==> src/rtl/vgdh_pkg.sv <==
// Package: types and constants shared by the voxel dedup hash core.
package vgdh_pkg;

    localparam int TABLE_SIZE       = 4096;
    localparam int VOXEL_INDEX_BITS = 16;
    localparam int SLOT_BITS        = $clog2(TABLE_SIZE);
    localparam int PROBE_BITS       = SLOT_BITS + 1;
    localparam int ENTRY_BITS       = 3 * VOXEL_INDEX_BITS;
    localparam int COUNT_BITS       = 13;
    localparam int CFG_INDEX_BITS   = 3;
    localparam int CFG_DATA_BITS    = 32;
    localparam int QUEUE_DEPTH      = 2;

    localparam logic [31:0] BASE_MULT = 32'h9E37_79B6;
    localparam logic [31:0] STEP_MULT = 32'hB504_F333;
    localparam logic [31:0] DJB_SEED  = 32'd5381;
    localparam logic [COUNT_BITS-1:0] COUNT_MAX = {COUNT_BITS{1'b1}};
    localparam logic [7:0] GREY_MAX = 8'd255;

    typedef enum logic [CFG_INDEX_BITS-1:0] {
        CFG_MIN_X         = 3'd0,
        CFG_MIN_Y         = 3'd1,
        CFG_MIN_Z         = 3'd2,
        CFG_INV_RES       = 3'd3,
        CFG_MIN_INTENSITY = 3'd4,
        CFG_INT_GAIN      = 3'd5,
        CFG_GREY_SELECT   = 3'd6
    } cfg_index_t;

    typedef struct packed {
        logic signed [31:0] point_x;
        logic signed [31:0] point_y;
        logic signed [31:0] point_z;
        logic [15:0]        intensity;
        logic [7:0]         red_in;
        logic [7:0]         green_in;
        logic [7:0]         blue_in;
    } point_in_t;

    typedef struct packed {
        logic signed [31:0] kept_x;
        logic signed [31:0] kept_y;
        logic signed [31:0] kept_z;
        logic [23:0]        packed_colour;
        logic [12:0]        voxels_kept;
    } point_out_t;

    typedef struct packed {
        logic signed [31:0] min_x;
        logic signed [31:0] min_y;
        logic signed [31:0] min_z;
        logic [31:0]        inv_resolution;
        logic [15:0]        min_intensity;
        logic [31:0]        intensity_gain;
        logic               grey_select;
    } cfg_t;

    // Classified request handed from front to back
    typedef struct packed {
        logic signed [31:0]    px;
        logic signed [31:0]    py;
        logic signed [31:0]    pz;
        logic [23:0]           colour;
        logic [ENTRY_BITS-1:0] voxel;
        logic [SLOT_BITS-1:0]  slot;
        logic [SLOT_BITS-1:0]  step;
    } job_t;

    typedef enum logic [2:0] {
        FS_IDLE, FS_DIFF, FS_MUL, FS_HASH, FS_SLOT, FS_PUSH
    } front_state_t;

    typedef enum logic [2:0] {
        BS_CLEAR, BS_IDLE, BS_READ, BS_CHECK, BS_EMIT
    } back_state_t;

endpackage

==> src/rtl/vgdh_queue.sv <==
// Short queue of classified requests between front and back.
module vgdh_queue (
    input  logic           clk,
    input  logic           rst_n,
    input  logic           push_valid,
    output logic           push_ready,
    input  vgdh_pkg::job_t push_data,
    output logic           pop_valid,
    input  logic           pop_ready,
    output vgdh_pkg::job_t pop_data
);
    import vgdh_pkg::*;

    localparam int PTR_BITS = $clog2(QUEUE_DEPTH);
    job_t                entry_reg [QUEUE_DEPTH];
    logic [PTR_BITS-1:0] wr_reg, rd_reg;
    logic [PTR_BITS:0]   cnt_reg;
    logic                do_push, do_pop;

    assign push_ready = (cnt_reg != (PTR_BITS+1)'(QUEUE_DEPTH));
    assign pop_valid  = (cnt_reg != '0);
    assign do_push    = push_valid && push_ready;
    assign do_pop     = pop_valid && pop_ready;
    assign pop_data   = entry_reg[rd_reg];

    // Store pushed request
    always_ff @(posedge clk)
    begin
        if (do_push)
            entry_reg[wr_reg] <= push_data;
    end

    // Advance pointers
    always_ff @(posedge clk or negedge rst_n)
    begin
        if (!rst_n)
        begin
            wr_reg  <= '0;
            rd_reg  <= '0;
            cnt_reg <= '0;
        end
        else
        begin
            if (do_push) wr_reg <= wr_reg + 1'b1;
            if (do_pop)  rd_reg <= rd_reg + 1'b1;
            if (do_push && !do_pop)
                cnt_reg <= cnt_reg + 1'b1;
            else if (do_pop && !do_push)
                cnt_reg <= cnt_reg - 1'b1;
        end
    end

    a_no_overflow: assert property (@(posedge clk) disable iff (!rst_n)
        cnt_reg <= (PTR_BITS+1)'(QUEUE_DEPTH))
        else $error("queue overflow");
    a_count_track: assert property (@(posedge clk) disable iff (!rst_n)
        do_push && !do_pop |=> cnt_reg == $past(cnt_reg) + 1'b1)
        else $error("queue count mismatch");
    a_ptr_gap: assert property (@(posedge clk) disable iff (!rst_n)
        (cnt_reg == '0 || cnt_reg == (PTR_BITS+1)'(QUEUE_DEPTH)) |-> wr_reg == rd_reg)
        else $error("queue pointers out of step");
endmodule

==> config.mk <==
export PLATFORM = sky130hd
export DESIGN_NAME = vgdh_queue
export DESIGN_NICKNAME = d
export VERILOG_FILES = /design/src/rtl/vgdh_pkg.sv /design/src/rtl/vgdh_queue.sv
export SDC_FILE = /design/constraint.sdc
export NUM_CORES = 1
export LEC_CHECK = 0
export ABC_AREA = 1
export BUFFER_PORTS_ARGS = -buffer_cell sky130_fd_sc_hd__buf_4
export CORE_ASPECT_RATIO = 0.6
export CORE_UTILIZATION = 48
export DETAILED_ROUTE_END_ITERATION = 16
export PLACE_DENSITY = 0.84
export SLEW_MARGIN = 20
export SYNTH_ARGS = -nofsm -noshare
export SYNTH_HDL_FRONTEND = slang
export SYNTH_SLANG_ARGS = --single-unit
==> constraint.sdc <==
create_clock -name clk -period 21.8 [get_ports clk]
set_clock_uncertainty 0.2 [all_clocks]
set_input_delay 6.54 -clock clk [delete_from_list [all_inputs] [get_ports clk]]
set_output_delay 6.54 -clock clk [all_outputs]
set_load 0.005 [all_outputs]
=== Yosys cells after proc, flatten, opt, wreduce, memory -nomap -nowiden ===
Memory sizes are Yosys's and may differ from the RTL's.
Index checks and enable logic that the tools add are counted.

* Register bits after elaboration: 4
* Bits in writable memories: 384
* Input port bits: 196
* Output and inout bits: 194
* Word-level logic and storage cells: 21
* Memories: 1

{| class="wikitable"
|+ Memory list
! name !! words !! width !! rd ports !! clocked after Yosys merged registers in !! write ports !! RTL line !! RTL
|-
| entry_reg || 2 || 192 || 1 || 0 || 1 || vgdh_queue.sv:15 || <nowiki>job_t entry_reg [QUEUE_DEPTH];</nowiki>
|}

* Add/subtract/negate cells: 4
* Equality and inequality tests: 1
* Mux-type cells: 4
* Reduce and logical (&&, ||, !) cells: 8

{| class="wikitable"
|+ Operator list
! operator !! count
|-
| $logic_and 1x1->1 || 4
|-
| $mux 2 || 2
|-
| $reduce_bool 2->1 || 2
|-
| $add 1x1->1 const B || 2
|-
| $add 2x1->2 const B || 1
|-
| $logic_not 1->1 || 2
|-
| $mux 1 || 2
|-
| $ne 2x2->1 const B || 1
|-
| $sub 2x1->2 const B || 1
|}

=== Logic depth before layout (Yosys ltp) ===
* Word-level depth: 6
* Mapped depth: 10
* Mapped depth without buffers: 10

=== Worst setup path before layout ===
OpenSTA, ideal clock, no wires.

* Path kind: in2reg
* Start: input port push_valid
* End: memory entry_reg[0][0] (netlist name), enable pin
* Library setup time: 747 ps
* Arrival time: 14609 ps
* Required time: 20853 ps
* Path slack: 6244 ps
* Stages: 2
* Buffers on the path: 0
* Cells stage by stage: nand2_1 nor2_1

* Word-level cells in the longest chain between the ends: 3

{| class="wikitable"
|+ RTL lines
! element !! RTL line !! RTL
|-
| start: declaration || vgdh_queue.sv:5 || <nowiki>input logic push_valid,</nowiki>
|-
| $logic_and 1x1->1 || vgdh_queue.sv:22 || <nowiki>assign do_push = push_valid && push_ready;</nowiki>
|-
| $mux 1 || vgdh_queue.sv:29 || <nowiki>if (do_push)</nowiki>
|-
| $mux 1 (implied by the code) || vgdh_queue.sv:30 || <nowiki>entry_reg[wr_reg] <= push_data;</nowiki>
|-
| end: declaration || vgdh_queue.sv:15 ||
|}

No other way between the ends.

==> results.md <==
- Final Power: 2.50 mW
- Max-cap viol count: 0
- Post-synth top flop: edfxtp_1
- Postcts setup bufs: 0
- CTS resizes: 0
- First-pass GRT wire length: 48500 um
- Syn_nets: 1229
- Area occupied by multi-input gates: 2270 um^2
- Synth Area in Simple Gates: 15.6%
- Register bit total from synthesis: 388
- Synth area leader: edfxtp_1
- Synth top cells by count: 586 x nand2_1, 384 x edfxtp_1, 21 x buf_6
- Main area contributors after synthesis: edfxtp_1 81%, nand2_1 15%, buf_6 1.7%
- Final hold violations: 0
- CP startpoint kind: flip-flop
- Final setup vio count: 0
- Filler cell count: 2044
- Hold WS: 0.296 ns
- Clock buffer depth: 3
- Final WL: 33000 um
- Final Instance Area: 18600 um^2
- Final setup TNS: 0 ns
- Min Tclk post-route: 9.85 ns
- First-pass DRT Iterations: 4
- Mux contribution to synthesized area: 0%
- Placeable Area: 29000 um^2
- Synth Area per Inst: 13.8 um^2
- Post-synth ARST share: 1.03%
- Initial core utilization: 49.3%
- Post-synth EDFFs: 384
- Routed wire per std cell: 17.9 um
- Vias in the first global route: 8942
- RSZ-0062 raised after global routing: no
- # hold bufs at CTS: 0
- Post-synthesis adder-cell area fraction: 0.0876%
- GRT Overall Usage: 21.1%
- Vias/cell: 4.85
- H-tree levels: 2
- Slew @ Worst Pin: 1.07 ns
- Clk Latency, worst-skew pair: 0.51 ns
- Die ar.: 30500 um^2
- Area after DPL: 17400 um^2
- GPL Wtd Cong: 0.777
- Maximum VDD drop: 92.0 uV
- Layout cells sized above 1: 31.3%
- Residual DRC count: 0
- CP endpoint kind: output port
- Synth Area in Compound Gates: 0%
- Site Rows: 48
- Gr ovfl total: 0
- Final Max Slew Viols: 0
- Yosys top cell area share: 80.7%
- Post-synthesis sequential area ratio: 81.4%
- CTS sink count: 388
- Fmax: 102 MHz
- I/O pin count: 390
- Max reg flops: 384
- Cts bufs inserted: 37
- CTS tree: yes
- Clk slew on worst S/H paths: 0.06 ns
- Vias after detailed routing: 8957
- Die Y: 136 um
- Initial antenna violation count: 1
- Final #Nets: 1623
- Synth cell types: 14
- Area Growth Syn to Fin: 30.1%
- Post-Synthesis Cell Area: 14300 um^2
- LEAKAGE: 7.90 nW
- FF+latch area: 11600 um^2
- Root Buffer: clkbuf_16
- Largest net degree at the start of global routing: 124
- Post-detail-place hpwl: 21200 um
- Critical Path AT: 3.11 ns
- DRT antenna net count: 0
- Largest family of logic cells by synthesized area: simple AND/OR/NAND/NOR gates
- Die span in x: 225 um
- Initial DRC count: 604
- WS Path Type: flip-flop to output port
- Ant diodes: 0
- Most frequent cell after synthesis: nand2_1
- HP Class: flip-flop to flip-flop
- Worst EP required: 15.06 ns
- Post-Synth XOR/XNOR Area: 0.123%
- Power Dens Cells: 134 nW/um^2
- Ratio of final minimum period to clock period: 45.2%
- Status: finished clean
- Max_slew headroom: 28.5%
- Crit-path max FO: 123
- Mapped Cells: 1032
- Synth Warn #: 0
- IO Port Bufs: 389
## metal layers
metal / track usage, % / vias up / part of all wire, %
li1: - / 4264 / -
met1: 24.2 / 4281 / 37
met2: 36.2 / 348 / 50
met3: 8.52 / 62 / 10
met4: 6.61 / 2 / 2.4
met5: 0 / - / 0.051
## per-stage QoR
stage / std cells / utilization, % / setup slack, ns
6_report: 1847 / 64.1 / 11.95
5_1_grt: 1847 / 64.1 / 11.71
4_1_cts: 1847 / 64.1 / 11.84
3_5_place_dp: 1787 / 60.1 / 11.93
3_3_place_gp: 1787 / 60.1 / 11.93
2_1_floorplan: 1032 / - / 6.24
## critical path: stages (launching register included)
cell,delay (ns)
dfrtp_4,0.69
inv_6,0.72
buf_4,0.73
nand2_1,0.16
nand2_1,0.14
buf_4,0.12
## cells by family (layout without fill, tap and decap cells)
family,count (synthesis),in the layout
fa+ha+maj,1,1
simple gates,591,591
flops,388,388
xor+xnor,2,2
buf+inv,50,465
## layout by cell type, fill, tap and decap left out, drive strengths merged
| cell type | Yosys | layout |
|---|---|---|
| edfxtp | 384 | 384 |
| nor2 | 2 | 2 |
| nand4 | 1 | 1 |
| inv | 7 | 8 |
| dfrtp | 4 | 4 |
| xor2 | 1 | 1 |
| nand2 | 586 | 586 |
| clkinv | 0 | 10 |
| nand3 | 2 | 2 |
| bufinv | 0 | 5 |
| buf | 43 | 398 |
| clkbuf | 0 | 44 |
| xnor2 | 1 | 1 |
| ha | 1 | 1 |
## power by group
part / internal [mW] / leakage, nW / total (mW) / switching (mW)
Sequential: 1.02 / 3.62 / 1.07 / 0.0505
Combinational: 0.334 / 3.70 / 0.794 / 0.460
Clock: 0.371 / 0.574 / 0.630 / 0.259
Total: 1.73 / 7.90 / 2.50 / 0.770
## worst paths after layout
check / startpoint / end / slack, ns / cells after the start
setup / recovery: rd_reg$_DFFE_PN0P_ / pop_data[148] / 11.95 / 5
hold / removal: cnt_reg[0]$_DFFE_PN0P_ / cnt_reg[0]$_DFFE_PN0P_ / 0.30 / 1
setup reg to reg: cnt_reg[0]$_DFFE_PN0P_ / entry_reg[1][42]$_DFFE_PP_ / 18.05 / 6
hold reg to reg: cnt_reg[0]$_DFFE_PN0P_ / cnt_reg[0]$_DFFE_PN0P_ / 0.30 / 1
max in group asynchronous: rst_n / rd_reg$_DFFE_PN0P_ / 15.66 / 1
min in group asynchronous: rst_n / cnt_reg[1]$_DFFE_PN0P_ / 5.62 / 1
## area by class of cell
cell class              instances  area share (%)
multi-input cells             594            12.2
clock buffers                  44            5.12
flip-flops and latches        388            62.6
repair buffers                398            16.1
inverters                       7           0.168
clock inverters                16            1.15
well taps                     400            2.69
Note: power is estimated with default switching activity, not from simulation.
